[src/sv/fqvr_pkg.sv]
// Package with shared codes, widths and control types of the value-removal FIFO.
`timescale 1ns / 1ps

package fqvr_pkg;

	// Default number of queue entries.
	localparam int FQVR_DEPTH = 16;

	// Field widths of one request and one result.
	localparam int ACT_W    = 2;
	localparam int VAL_W    = 32;
	localparam int STAT_W   = 2;
	localparam int COUNT_W  = 5;
	localparam int S_DATA_W = 40;
	localparam int M_DATA_W = 40;

	// Action codes of a request.
	localparam logic [ACT_W-1:0] ACT_PUSH   = 2'd0;
	localparam logic [ACT_W-1:0] ACT_POP    = 2'd1;
	localparam logic [ACT_W-1:0] ACT_REMOVE = 2'd2;

	// Status codes of a result.
	localparam logic [STAT_W-1:0] ST_OK        = 2'd0;
	localparam logic [STAT_W-1:0] ST_FULL      = 2'd1;
	localparam logic [STAT_W-1:0] ST_EMPTY     = 2'd2;
	localparam logic [STAT_W-1:0] ST_NOT_FOUND = 2'd3;

	// Commands from the controller to the datapath.
	typedef struct packed {
		logic              load_in;   // latch the accepted request
		logic              walk_zero; // start a walk at entry zero
		logic              walk_shift; // start a walk behind the removed entry
		logic              walk;      // step the read walk
		logic              shift_wr;  // write the walked entry one slot lower
		logic              push;      // write the value at the tail
		logic              dec_cnt;   // one entry fewer
		logic              head_rd;   // read entry zero
		logic              head_cap;  // capture the read head value
		logic              load_out;  // load the result register
		logic [STAT_W-1:0] status;    // status for the result
	} fqvr_cmd_t;

	// Status from the datapath to the controller.
	typedef struct packed {
		logic [ACT_W-1:0] act;        // action of the latched request
		logic             cnt_zero;   // queue is empty
		logic             full;       // queue holds every entry
		logic             hit;        // entry on the read port matches
		logic             miss_end;   // last entry read without a match
		logic             shift_done; // compaction finished this cycle
		logic             out_busy;   // result register still occupied
	} fqvr_stat_t;

endpackage

[src/sv/fqvr_ram.sv]
// Generic single-port-write, single-port-read RAM with registered read data.
`timescale 1ns / 1ps

module fqvr_ram #(
	parameter int WIDTH = 32,
	parameter int DEPTH = 16
) (
	input  logic                     clk,
	input  logic                     wr_en,
	input  logic [$clog2(DEPTH)-1:0] wr_addr,
	input  logic [WIDTH-1:0]         wr_data,
	input  logic [$clog2(DEPTH)-1:0] rd_addr,
	output logic [WIDTH-1:0]         rd_data
);

	logic [WIDTH-1:0] mem_q [DEPTH];
	logic [WIDTH-1:0] rd_data_q;

	// Write port.
	always_ff @(posedge clk) begin
		if (wr_en) begin
			mem_q[wr_addr] <= wr_data;
		end
	end

	// Registered read port.
	always_ff @(posedge clk) begin
		rd_data_q <= mem_q[rd_addr];
	end

	assign rd_data = rd_data_q;

endmodule

[src/sv/fqvr_datapath.sv]
// Datapath of the value-removal FIFO: entry memory, walk counters, head and result registers.
`timescale 1ns / 1ps

module fqvr_datapath
	import fqvr_pkg::*;
#(
	parameter int DEPTH = FQVR_DEPTH
) (
	input  logic                clk,
	input  logic                arst_n,
	input  fqvr_cmd_t           cmd,
	output fqvr_stat_t          stat,
	input  logic [S_DATA_W-1:0] s_tdata,
	output logic                m_tvalid,
	input  logic                m_tready,
	output logic [M_DATA_W-1:0] m_tdata
);

	localparam int AW = $clog2(DEPTH);
	localparam int CW = $clog2(DEPTH + 1);

	logic [ACT_W-1:0]        act_q;
	logic signed [VAL_W-1:0] val_q;
	logic [CW-1:0]           cnt_q;
	logic [CW-1:0]           ra_q;
	logic                    pv_q;
	logic [AW-1:0]           pidx_q;
	logic signed [VAL_W-1:0] head_q;

	logic                    out_valid_q;
	logic [STAT_W-1:0]       out_status_q;
	logic [COUNT_W-1:0]      out_count_q;
	logic signed [VAL_W-1:0] out_head_q;

	logic                    wr_en;
	logic [AW-1:0]           wr_addr;
	logic [VAL_W-1:0]        wr_data;
	logic [AW-1:0]           rd_addr;
	logic [VAL_W-1:0]        rd_data;
	logic [CW-1:0]           shift_start;
	logic                    ra_in_range;
	logic                    pidx_last;

	// Entry store.
	fqvr_ram #(
		.WIDTH(VAL_W),
		.DEPTH(DEPTH)
	) u_ram (
		.clk    (clk),
		.wr_en  (wr_en),
		.wr_addr(wr_addr),
		.wr_data(wr_data),
		.rd_addr(rd_addr),
		.rd_data(rd_data)
	);

	// Walk bookkeeping: the first entry to move after a removal, and the last filled slot.
	assign shift_start = (act_q == ACT_POP) ? CW'(1) : (CW'(pidx_q) + CW'(1));
	assign ra_in_range = (ra_q < cnt_q);
	assign pidx_last   = ((CW'(pidx_q) + CW'(1)) == cnt_q);

	// Memory port selection.
	assign rd_addr = cmd.head_rd ? AW'(0) : ra_q[AW-1:0];
	assign wr_en   = cmd.push || (cmd.shift_wr && pv_q);
	assign wr_addr = cmd.push ? cnt_q[AW-1:0] : AW'(pidx_q - AW'(1));
	assign wr_data = cmd.push ? val_q : rd_data;

	// Request registers.
	always_ff @(posedge clk) begin
		if (cmd.load_in) begin
			act_q <= s_tdata[ACT_W-1:0];
			val_q <= s_tdata[ACT_W+VAL_W-1:ACT_W];
		end
	end

	// Fill count.
	always_ff @(posedge clk or negedge arst_n) begin
		if (!arst_n) begin
			cnt_q <= '0;
		end else if (cmd.push) begin
			cnt_q <= cnt_q + CW'(1);
		end else if (cmd.dec_cnt) begin
			cnt_q <= cnt_q - CW'(1);
		end
	end

	// Read walk: the read address leads, and the index of the data on the read port follows.
	always_ff @(posedge clk or negedge arst_n) begin
		if (!arst_n) begin
			ra_q   <= '0;
			pv_q   <= 1'b0;
			pidx_q <= '0;
		end else if (cmd.walk_zero) begin
			ra_q <= '0;
			pv_q <= 1'b0;
		end else if (cmd.walk_shift) begin
			ra_q <= shift_start;
			pv_q <= 1'b0;
		end else if (cmd.walk) begin
			pv_q   <= ra_in_range;
			pidx_q <= ra_q[AW-1:0];
			if (ra_in_range) begin
				ra_q <= ra_q + CW'(1);
			end
		end
	end

	// Head value kept for steps that do not move it.
	always_ff @(posedge clk) begin
		if (cmd.push && (cnt_q == '0)) begin
			head_q <= val_q;
		end else if (cmd.head_cap) begin
			head_q <= rd_data;
		end
	end

	// Result register.
	always_ff @(posedge clk or negedge arst_n) begin
		if (!arst_n) begin
			out_valid_q <= 1'b0;
		end else if (cmd.load_out) begin
			out_valid_q <= 1'b1;
		end else if (m_tready) begin
			out_valid_q <= 1'b0;
		end
	end

	always_ff @(posedge clk) begin
		if (cmd.load_out) begin
			out_status_q <= cmd.status;
			out_count_q  <= COUNT_W'(cnt_q);
			out_head_q   <= (cnt_q == '0) ? '0 : head_q;
		end
	end

	// Status toward the controller.
	always_comb begin
		stat.act        = act_q;
		stat.cnt_zero   = (cnt_q == '0);
		stat.full       = (cnt_q == CW'(DEPTH));
		stat.hit        = pv_q && (rd_data == val_q);
		stat.miss_end   = pv_q && (rd_data != val_q) && pidx_last;
		stat.shift_done = (pv_q && pidx_last) || (!pv_q && !ra_in_range);
		stat.out_busy   = out_valid_q && !m_tready;
	end

	assign m_tvalid = out_valid_q;
	assign m_tdata  = {1'b0, out_head_q, out_count_q, out_status_q};

endmodule

[src/sv/fqvr_ctrl.sv]
// Controller state machine of the value-removal FIFO.
`timescale 1ns / 1ps

module fqvr_ctrl
	import fqvr_pkg::*;
(
	input  logic       clk,
	input  logic       arst_n,
	input  logic       s_tvalid,
	output logic       s_tready,
	input  fqvr_stat_t stat,
	output fqvr_cmd_t  cmd
);

	localparam logic [2:0] S_IDLE     = 3'd0;
	localparam logic [2:0] S_DECODE   = 3'd1;
	localparam logic [2:0] S_SEARCH   = 3'd2;
	localparam logic [2:0] S_SHIFT    = 3'd3;
	localparam logic [2:0] S_HEAD_RD  = 3'd4;
	localparam logic [2:0] S_HEAD_CAP = 3'd5;
	localparam logic [2:0] S_FINISH   = 3'd6;

	logic [2:0]        state_q;
	logic [2:0]        state_d;
	logic [STAT_W-1:0] status_q;
	logic [STAT_W-1:0] status_d;

	assign s_tready = (state_q == S_IDLE);

	// Next state and commands.
	always_comb begin
		state_d  = state_q;
		status_d = status_q;
		cmd      = '0;
		cmd.status = status_q;
		unique case (state_q)
			S_IDLE: begin
				if (s_tvalid) begin
					cmd.load_in = 1'b1;
					state_d     = S_DECODE;
				end
			end
			S_DECODE: begin
				status_d = ST_OK;
				state_d  = S_FINISH;
				unique case (stat.act)
					ACT_PUSH: begin
						if (stat.full) begin
							status_d = ST_FULL;
						end else begin
							cmd.push = 1'b1;
						end
					end
					ACT_POP: begin
						if (stat.cnt_zero) begin
							status_d = ST_EMPTY;
						end else begin
							cmd.walk_shift = 1'b1;
							state_d        = S_SHIFT;
						end
					end
					ACT_REMOVE: begin
						if (stat.cnt_zero) begin
							status_d = ST_EMPTY;
						end else begin
							cmd.walk_zero = 1'b1;
							state_d       = S_SEARCH;
						end
					end
					default: begin
					end
				endcase
			end
			S_SEARCH: begin
				priority if (stat.hit) begin
					cmd.walk_shift = 1'b1;
					state_d        = S_SHIFT;
				end else if (stat.miss_end) begin
					status_d = ST_NOT_FOUND;
					state_d  = S_FINISH;
				end else begin
					cmd.walk = 1'b1;
				end
			end
			S_SHIFT: begin
				cmd.walk     = 1'b1;
				cmd.shift_wr = 1'b1;
				if (stat.shift_done) begin
					cmd.dec_cnt = 1'b1;
					state_d     = S_HEAD_RD;
				end
			end
			S_HEAD_RD: begin
				cmd.head_rd = 1'b1;
				state_d     = S_HEAD_CAP;
			end
			S_HEAD_CAP: begin
				cmd.head_cap = 1'b1;
				state_d      = S_FINISH;
			end
			S_FINISH: begin
				if (!stat.out_busy) begin
					cmd.load_out = 1'b1;
					state_d      = S_IDLE;
				end
			end
			default: begin
				state_d = S_IDLE;
			end
		endcase
	end

	// State registers.
	always_ff @(posedge clk or negedge arst_n) begin
		if (!arst_n) begin
			state_q  <= S_IDLE;
			status_q <= ST_OK;
		end else begin
			state_q  <= state_d;
			status_q <= status_d;
		end
	end

endmodule

[src/sv/fifo_queue_with_value_removal_top.sv]
// Top level of the FIFO of signed values with append, head drop and removal by value.
//
//  channel | dir | handshake           | payload
//  s_      | in  | s_tvalid / s_tready | s_tdata: action, value
//  m_      | out | m_tvalid / m_tready | m_tdata: status, count, head_value
//
// One request is worked at a time. From acceptance to the result register load, an
// append, a full or empty error and the unused action go straight from decode to the
// result; a head drop runs the compaction walk through the entry RAM's single read port
// and then reads the new head. Removal by value searches from the head to a match, then
// moves only the entries behind it and reads the new head; a miss goes to the result.
// The block is ready for the next request in the cycle after the load. Reset empties
// the queue; the entry RAM is not cleared. The next request is taken while a result
// still waits on m_; a result that is not taken stalls the next one.
`timescale 1ns / 1ps

module fifo_queue_with_value_removal_top
	import fqvr_pkg::*;
#(
	parameter int DEPTH = FQVR_DEPTH
) (
	input  logic                clk,
	input  logic                arst_n,
	input  logic                s_tvalid,
	output logic                s_tready,
	input  logic [S_DATA_W-1:0] s_tdata,  // [1:0] action, [33:2] value, [39:34] zero
	output logic                m_tvalid,
	input  logic                m_tready,
	output logic [M_DATA_W-1:0] m_tdata   // [1:0] status, [6:2] count, [38:7] head_value
);

	fqvr_cmd_t  cmd;
	fqvr_stat_t stat;

	// Controller.
	fqvr_ctrl u_ctrl (
		.clk     (clk),
		.arst_n  (arst_n),
		.s_tvalid(s_tvalid),
		.s_tready(s_tready),
		.stat    (stat),
		.cmd     (cmd)
	);

	// Datapath.
	fqvr_datapath #(
		.DEPTH(DEPTH)
	) u_datapath (
		.clk     (clk),
		.arst_n  (arst_n),
		.cmd     (cmd),
		.stat    (stat),
		.s_tdata (s_tdata),
		.m_tvalid(m_tvalid),
		.m_tready(m_tready),
		.m_tdata (m_tdata)
	);

endmodule

[config.mk]
export PLATFORM = sky130hd
export DESIGN_NAME = fifo_queue_with_value_removal_top
export DESIGN_NICKNAME = d
export VERILOG_FILES = /design/src/sv/fqvr_pkg.sv /design/src/sv/fqvr_ram.sv /design/src/sv/fqvr_datapath.sv /design/src/sv/fqvr_ctrl.sv /design/src/sv/fifo_queue_with_value_removal_top.sv
export SDC_FILE = /design/constraint.sdc
export NUM_CORES = 1
export LEC_CHECK = 0
export BUFFER_PORTS_ARGS = -buffer_cell sky130_fd_sc_hd__buf_4
export CAP_MARGIN = 15
export CORE_ASPECT_RATIO = 1.75
export CORE_MARGIN = 2
export CORE_UTILIZATION = 60
export CTS_CLUSTER_SIZE = 12
export DETAILED_ROUTE_END_ITERATION = 8
export PLACE_DENSITY = 0.77
export SYNTH_ARGS = -nofsm -noshare
export SYNTH_HDL_FRONTEND = slang
export SYNTH_SLANG_ARGS = --single-unit
[constraint.sdc]
create_clock -name clk -period 5.9 [get_ports clk]
set_input_delay 0.59 -clock clk [delete_from_list [all_inputs] [get_ports clk]]
set_output_delay 0.59 -clock clk [all_outputs]
set_load 0.02 [all_outputs]
==> results of run 1 <==
[power groups by stage]
stage          Combinational [µW]  Sequential, µW  Clock [µW]
3_5_place_dp                 4880            6740           0
4_1_cts                      4920            6650        3880
3_3_place_gp                 4710            6720           0
5_1_grt                      5350            6700        4050
6_report                     4980            6670        3860
2_1_floorplan                3410            6580           0
[worst register-to-register path, stage by stage (launching register included)]
cell and delay, ns:
dfrtp_1 0.57, nor3b_1 0.70, nand3_2 0.34, inv_1 0.38, nand2_1 0.12, o21ai_0 0.15, nand2_1 0.30, nor2_4 0.90
buf_4 0.36
[routing by layer]
metal | GRT usage, % | vias to the layer above | wire length [µm]
li1 | - | 7452 | -
met1 | 35.1 | 8396 | 23800
met2 | 47.6 | 1036 | 33500
met3 | 4.51 | 249 | 6030
met4 | 16.1 | 0 | 3680
met5 | 0 | - | 0
[stage by stage]
| stage | utilization (%) | instances | total power (µW) |
|---|---|---|---|
| 4_1_cts | 67.9 | 2648 | 15400 |
| 3_3_place_gp | 63.6 | 2528 | 11400 |
| 2_1_floorplan | - | 1961 | 9990 |
| 3_5_place_dp | 63.6 | 2528 | 11600 |
| 6_report | 67.9 | 2648 | 15500 |
| 5_1_grt | 67.9 | 2648 | 16100 |
[registers in the layout (all words and copies together) (netlist names)]
name / flops
u_datapath.u_ram.mem_q: 512
u_datapath.pv_q: 1
u_datapath.cnt_q: 5
u_datapath.m_tvalid: 1
u_datapath.u_ram.rd_data: 32
u_datapath.out_count_q: 5
u_datapath.ra_q: 5
u_datapath.pidx_q: 4
u_datapath.out_status_q: 2
u_datapath.val_q: 32
u_datapath.act_q: 2
u_ctrl.status_q: 2
u_datapath.head_q: 32
u_datapath.out_head_q: 32
u_ctrl.state_q: 3
[cells by family after synthesis]
logic type | synth area share, %
fa+ha+maj | 0.715
xor+xnor | 1.49
simple gates | 9.86
mux | 5.15
other cells | 0.0137
buf+inv | 2.23
flops | 72.1
compound gates | 8.42
[how the worst max path moves through the flow]
stage,startpoint,to,slack [ns],cells after the start
5_1_grt,u_ctrl.state_q[0],u_datapath.u_ram.mem_q[15][10],1.57,8
2_1_floorplan,u_datapath.cnt_q[0],u_datapath.head_q[0],1.86,6
3_5_place_dp,u_ctrl.state_q[0],u_datapath.u_ram.mem_q[15][16],1.85,8
6_report,u_ctrl.state_q[0],u_datapath.u_ram.mem_q[15][10],1.77,8
3_3_place_gp,u_ctrl.state_q[0],u_datapath.u_ram.mem_q[15][10],1.94,8
4_1_cts,u_ctrl.state_q[0],u_datapath.u_ram.mem_q[15][10],1.86,8
[area by class of cell]
cell class / instances / area share (%)
repair buffers: 123 / 3.11
clock buffers: 116 / 6.23
inverters: 14 / 0.176
clock inverters: 3 / 0.0943
multi-input cells: 1145 / 23.5
well taps: 577 / 2.36
flip-flops and latches: 670 / 64.5
[cells in the final DEF (no fill, tap or decap), types with 9 or more instances in the layout]
master and count:
nand2_1 340, nor3_1 39, nand3_1 12, dfrtp_1 19, a211oi_1 65, nand4_1 9
inv_1 13, clkbuf_16 69, nor2_4 17, nor2_1 166, ha_1 14, dfxtp_1 32
a221oi_1 32, mux2i_1 101, and2_1 36, mux2_2 31, a311oi_1 32, o21ai_0 40
edfxtp_1 617, a21oi_1 37, a32oi_1 66, xnor2_1 40, buf_4 120, clkbuf_1 47
==> impl_results.md, run 1 <==
- Delay of the slowest critical-path stage: 0.90 ns
- Number of optimization iterations in the first detailed-route pass: 5
- Root buffer cell: clkbuf_16
- Maximum Capacitance Violations: 0
- Detailed-route wire length: 67000 µm
- Final Setup Violations: 0
- Die extent in y: 286 µm
- Largest voltage drop on the vdd net: 0.000480 V
- Critical path fanouts, max: 21
- Clock Tree Buf Depth: 3
- Site row count: 103
- IO Count: 86
- Number of hold buffers added after CTS: 1
- Dominant cells by area after synthesis: edfxtp_1, nand2_1, mux2i_1, nor2_1, dfxtp_1
- Iter 0 DRT Violations: 2260
- Max Freq: 242 MHz
- Synth Register Bits: 670
- Vias/cell: 6.47
- Drt wl/cell: 25.3 µm
- Switching power: 5490 µW
- Port-buffer cells: 78
- Worst hold path depth: 1
- Distinct cell type count after synthesis: 64
- Slew Viols, Final: 0
- Insertion delay to the later sink of the worst-skew pair: 0.59 ns
- Combinational share of power: 32.1%
- Most frequently used cell type in the post-synthesis netlist: edfxtp_1
- Antenna viol nets, final: 0
- Data required, critical path: 6.17 ns
- Sequential fraction of the synthesis area: 72.1%
- Sequential cell area in the final layout: 19700 µm²
- Grt total ovfl: 0
- Wire length of the first global-routing pass: 99300 µm
- Number of enable flip-flop cells after synthesis: 617
- Number of antenna violations at the first check in global routing: 0
- TritonCTS clock tree: done
- List of most frequent post-synthesis cells: edfxtp_1, nand2_1, nor2_1
- PwrDens: 508 nW/µm²
- Synthesized area divided by synthesized cell count: 13.9 µm²
- Endpoint class of the critical path: flip-flop
- RSZ-0062 raised after global routing: no
- Number of resized instances in the post-cts repair step: 0
- Share of the synthesized area in the top cell type: 67.9%
- Clock Skew: 0.0273 ns
- Setup repair bufs after CTS: 0
- Origin of the critical flop-to-flop path: u_ctrl.state_q[0]
- Internal power: 10000 µW
- Horiz. Die Dim: 165 µm
- Tightest Hold Check Type: input pin to flip-flop
- Final instance area: 30500 µm²
- Overall global routing resource usage: 28.5%
- Count of nets after finishing: 2079
- CTS clock-pin slew for the worst setup and hold paths: 0.06 ns
- Measured slew at the worst slew-check pin: 1.16 ns
- Fraction of layout instances using a drive strength above 1: 12.7%
- Sequential share of power: 43.0%
- Summed negative setup slack over all endpoints: 0 ns
- Worst Path Arrival: 4.40 ns
- Vias in the first global route: 17400
- Die outline area: 47300 µm²
- Half-perimeter wire length after placement: 37100 µm
- Ant. Diodes: 0
- Post-synth top flop: edfxtp_1
- Cells traversed along the worst timing path: nor3b_1 > nand3_2 > inv_1 > nand2_1 > o21ai_0 > nand2_1 > nor2_4 > buf_4
- Net count after synthesis: 2020
- Routability congestion estimate: 0.841
- Mapped cell area: 27300 µm²
- Multi-input gate area: 7180 µm²
- Cell accounting for the most synthesized area: edfxtp_1
- Path depth of the worst reg2reg path: 8
- Clock power share: 24.9%
- CTS H-tree depth: 3
- CP Class: flip-flop to flip-flop
- Run status: finished clean
- Gate Count Post-Synth: 1961
- Total number of yosys warnings: 0
- Worst Min Path Start: s_tdata[30]
- Std-Cell Core Area: 45000 µm²
- Residual DRC count: 0
- Number of sinks on the clock net: 670
- Final period util: 69.9%
- Hold violation total from the final report: 0
- Hold Crit Endpoint: u_datapath.val_q[28]
- Critical-path top delay cell: nor2_4
- Worst path bufs/invs: 2
- Switching part of the total: 35.4%
- Leakage Power: 0.0103 µW
- Worst hold slack: 0.177 ns
- Relative slew slack: 22.3%
- Internal reg-to-reg setup slack: 1.77 ns
- Layout overhead on the synthesized area: 11.8%
- Capture instance of the worst register-to-register path: u_datapath.u_ram.mem_q[15][10]
- Via count of the routed design: 17100
- CP delay by family, top: simple AND/OR/NAND/NOR gates
- Maximum number of pins on one net before global-route repair: 107
- Setup ws final: 1.77 ns
- CP most frequent cell: nand2_1
- Count of fill cells added during filler insertion: 2924
- Initial cell density of the core: 60.7%
- Placed instance area: 28600 µm²
- Minimum clock period after layout: 4.13 ns
- Worst slack, placed: 1.85 ns
- Total CTS buffers: 66
- Async SR Flop Fraction: 3.13%
- Startpoint kind of the worst setup timing path: flip-flop
No activity file was read; power rests on OpenSTA's default activity.
==> run 2: changes to the inputs <==
Settings changed: ABC_AREA set to 1, CORE_UTILIZATION 60 to 56, PLACE_DENSITY 0.77 to 0.76.
Clock period 5.9 ns to 3.47 ns, I/O delays scaled along.
==> impl_results.md, run 2 <==
- Drt wl/cell: 22.2 µm (-12%)
- Iter 0 DRT Violations: 1858 (-18%)
- Most common cell after layout, fill and taps aside: edfxtp_1
- Detailed-route wire length: 66900 µm (-0.17%)
- Total CTS buffers: 66 (unchanged)
- Most frequently used cell type in the post-synthesis netlist: edfxtp_1
- Cell accounting for the most synthesized area: edfxtp_1
- Number of sinks on the clock net: 670 (unchanged)
- Grt total ovfl: 0 (unchanged)
- Clock Tree Buf Depth: 3 (unchanged)
- Final period util: 85.7% (+16 points)
- Relative slew slack: 34.8% (+13 points)
- Setup repair bufs after CTS: 0 (unchanged)
- Root buffer cell: clkbuf_16
- Number of resized instances in the post-cts repair step: 0 (unchanged)
- Critical path fanouts, max: 26 (+24%)
- Overall global routing resource usage: 26.8% (-1.7 points)
- Final core utilization: 65.3% (-2.5 points)
- Gate Count Post-Synth: 2227 (+14%)
- Worst Min Path Start: s_tvalid
- Slew Viols, Final: 0 (unchanged)
- Sequential fraction of the synthesis area: 72.6% (+0.52 points)
- Tightest Hold Check Type: input pin to flip-flop
- Final std cells w/o fill: 3014 (+14%)
- Port-buffer cells: 78 (unchanged)
- Compound-Gate Fraction of Synth Area: 8.67% (+0.25 points)
- Worst hold slack: 0.0474 ns (-0.129 ns)
- Final instance area: 31200 µm² (+2.2%)
- CTS clock-pin slew for the worst setup and hold paths: 0.06 ns (about the same)
- Worst Path Arrival: 3.25 ns (-1.15 ns)
- Synthesized area divided by synthesized cell count: 12.2 µm² (-13%)
- Fraction of layout instances using a drive strength above 1: 11.9% (-0.84 points)
- PwrDens: 865 nW/µm² (+70%)
- XOR/XNOR Fraction of Synth Area: 1.13% (-0.36 points)
- Number of enable flip-flop cells after synthesis: 617 (unchanged)
- Number of hold buffers added after CTS: 36 (+35)
- Async SR Flop Fraction: 3.13% (unchanged)
- Multi-input gate area: 6560 µm² (-8.6%)
- Mapped cell area: 27100 µm² (-0.71%)
- Origin of the critical flop-to-flop path: u_ctrl.state_q[0]
- Number of placed cells counting well taps: 2859 (+13%)
- Hold Crit Endpoint: u_ctrl.state_q[1]
- Initial cell density of the core: 56.8% (-3.9 points)
- Std-Cell Core Area: 47700 µm² (+6.2%)
- Run status: finished clean
- Dominant cells by area after synthesis: edfxtp_1, nor2_1, o21ai_0, nand2_1, o311ai_1
- Routability congestion estimate: 0.863 (+2.7%)
- Max FFs per register: 512 (unchanged)
- Count of nets after finishing: 2428 (+17%)
- Clock Skew: 0.0193 ns (-0.00801 ns)
- Multiplexer share of the synthesized area: 0% (-5.1 points)
- Distinct cell type count after synthesis: 39 (-39%)
- Net count after synthesis: 2286 (+13%)
- Placed instance area: 28900 µm² (+1.0%)
- Hold violation total from the final report: 0 (unchanged)
- Biggest register: u_datapath.u_ram.mem_q
- Post-synth top flop: edfxtp_1
- Die extent in y: 295 µm (+3.1%)
- Internal reg-to-reg setup slack: 0.50 ns (-1.28 ns)
- Synth Register Bits: 670 (unchanged)
- Count of fill cells added during filler insertion: 3190 (+9.1%)
- Share of the synthesized area in the top cell type: 68.3% (+0.49 points)
- Vias in the first global route: 18300 (+5.2%)
- Startpoint kind of the worst setup timing path: flip-flop
- Maximum number of pins on one net before global-route repair: 135 (+26%)
- List of most frequent post-synthesis cells: edfxtp_1, nor2_1, nand2_1
- Final Setup Violations: 0 (unchanged)
- Horiz. Die Dim: 170 µm (+3.1%)
- Via count of the routed design: 18200 (+6.0%)
- CTS H-tree depth: 3 (unchanged)
- Largest voltage drop on the vdd net: 0.000577 V (+20%)
- Ant. Diodes: 0 (unchanged)
- Path depth of the worst reg2reg path: 11 (+3)
- Number of optimization iterations in the first detailed-route pass: 7 (+2)
- Maximum Capacitance Violations: 0 (unchanged)
- RSZ-0062 raised after global routing: no
- Site row count: 106 (+2.9%)
- Residual DRC count: 0 (unchanged)
- Antenna viol nets, final: 0 (unchanged)
- Wire length of the first global-routing pass: 100000 µm (+1.0%)
- Capture instance of the worst register-to-register path: u_datapath.u_ram.mem_q[7][11]
- Combinational family with the most area after synthesis: simple AND/OR/NAND/NOR gates
- Total number of yosys warnings: 0 (unchanged)
- Sequential cell area in the final layout: 19700 µm² (about the same)
- Endpoint class of the critical path: flip-flop
- Measured slew at the worst slew-check pin: 0.976 ns (-0.187 ns)
- Half-perimeter wire length after placement: 39000 µm (+4.9%)
- Die outline area: 50300 µm² (+6.3%)
- Insertion delay to the later sink of the worst-skew pair: 0.60 ns (about the same)
- Worst hold path depth: 3 (+2)
- Most frequent cells in the layout: edfxtp_1, nor2_1, nand2_1
- Leakage Power: 0.0113 µW (+9.4%)
- Synthesized-area fraction occupied by adder cells: 0.720% (+0.0051 points)
- Minimum clock period after layout: 2.97 ns (-1.15 ns)
- Max Freq: 336 MHz (+39%)
- Summed negative setup slack over all endpoints: 0 ns (unchanged)
- Number of antenna violations at the first check in global routing: 0 (unchanged)
- Vias/cell: 6.03 (-6.9%)
- IO Count: 86 (unchanged)
- Layout overhead on the synthesized area: 15.1%
- Post-synthesis share of cell area spent on and, or, nand and nor gates: 13.1% (+3.2 points)
- CP Class: flip-flop to flip-flop
- Data required, critical path: 3.75 ns (-2.42 ns)
- TritonCTS clock tree: done
## run 2: layout make-up
| class | instances | share of cell area, % |
|---|---|---|
| clock buffer | 111 | 5.87 |
| timing repair buffer | 195 | 5.69 |
| clock inverter | 8 | 0.393 |
| sequential | 670 | 63.1 |
| inverter | 124 | 1.52 |
| multi-input combinational | 1312 | 21.0 |
| tap | 594 | 2.38 |
## run 2: critical path, cell delays in order, from the launching register on
cell,delay (ns)
dfrtp_1,0.41
inv_2,0.06
nor2_2,0.12
inv_2,0.06
nor2_4,0.16
nand2_2,0.10
nor2_4,0.23
inv_2,0.13
o21ai_1,0.29
nand3_1,0.39
nor2_4,0.40
buf_12,0.26
## run 2: stage by stage
step,power [µW],setup slack [ns]
after floorplan,17000,0.206
after CTS,26900,0.474
final,27000,0.495
after detailed placement,20200,0.492
after global placement,19900,0.555
after global routing,28300,0.230
## run 2: worst max-delay path by stage
stage	from	end	slack [ns]
6_report	u_ctrl.state_q[0]	u_datapath.u_ram.mem_q[7][11]	0.50
4_1_cts	u_ctrl.state_q[0]	u_datapath.u_ram.mem_q[7][27]	0.47
2_1_floorplan	u_ctrl.state_q[0]	u_datapath.u_ram.mem_q[11][0]	0.21
5_1_grt	u_datapath.cnt_q[1]	u_datapath.cnt_q[4]	0.23
3_3_place_gp	u_ctrl.state_q[0]	u_datapath.u_ram.mem_q[7][23]	0.55
3_5_place_dp	u_ctrl.state_q[0]	u_datapath.u_ram.mem_q[7][23]	0.49
## run 2: cells by family after synthesis
logic type | after synthesis
AO/OA/AOI/OAI | 371
XOR/XNOR | 35
adder cells (fa/ha/maj) | 15
buffers and inverters | 245
flip-flops | 670
other | 1
AND/OR/NAND/NOR | 890
## run 2: report_power, final
group	total [µW]	switching (µW)	internal, µW
sequential	11400	582	10800
clock	6610	2960	3650
combinational	9020	6370	2650
total	27000	9900	17100
## run 2: metal layers
layer | part of all wire [%] | global-route usage, %
met5 | 0 | 0
met4 | 5.4 | 15.8
met3 | 7.9 | 4.10
met2 | 52 | 47.6
met1 | 35 | 30.5
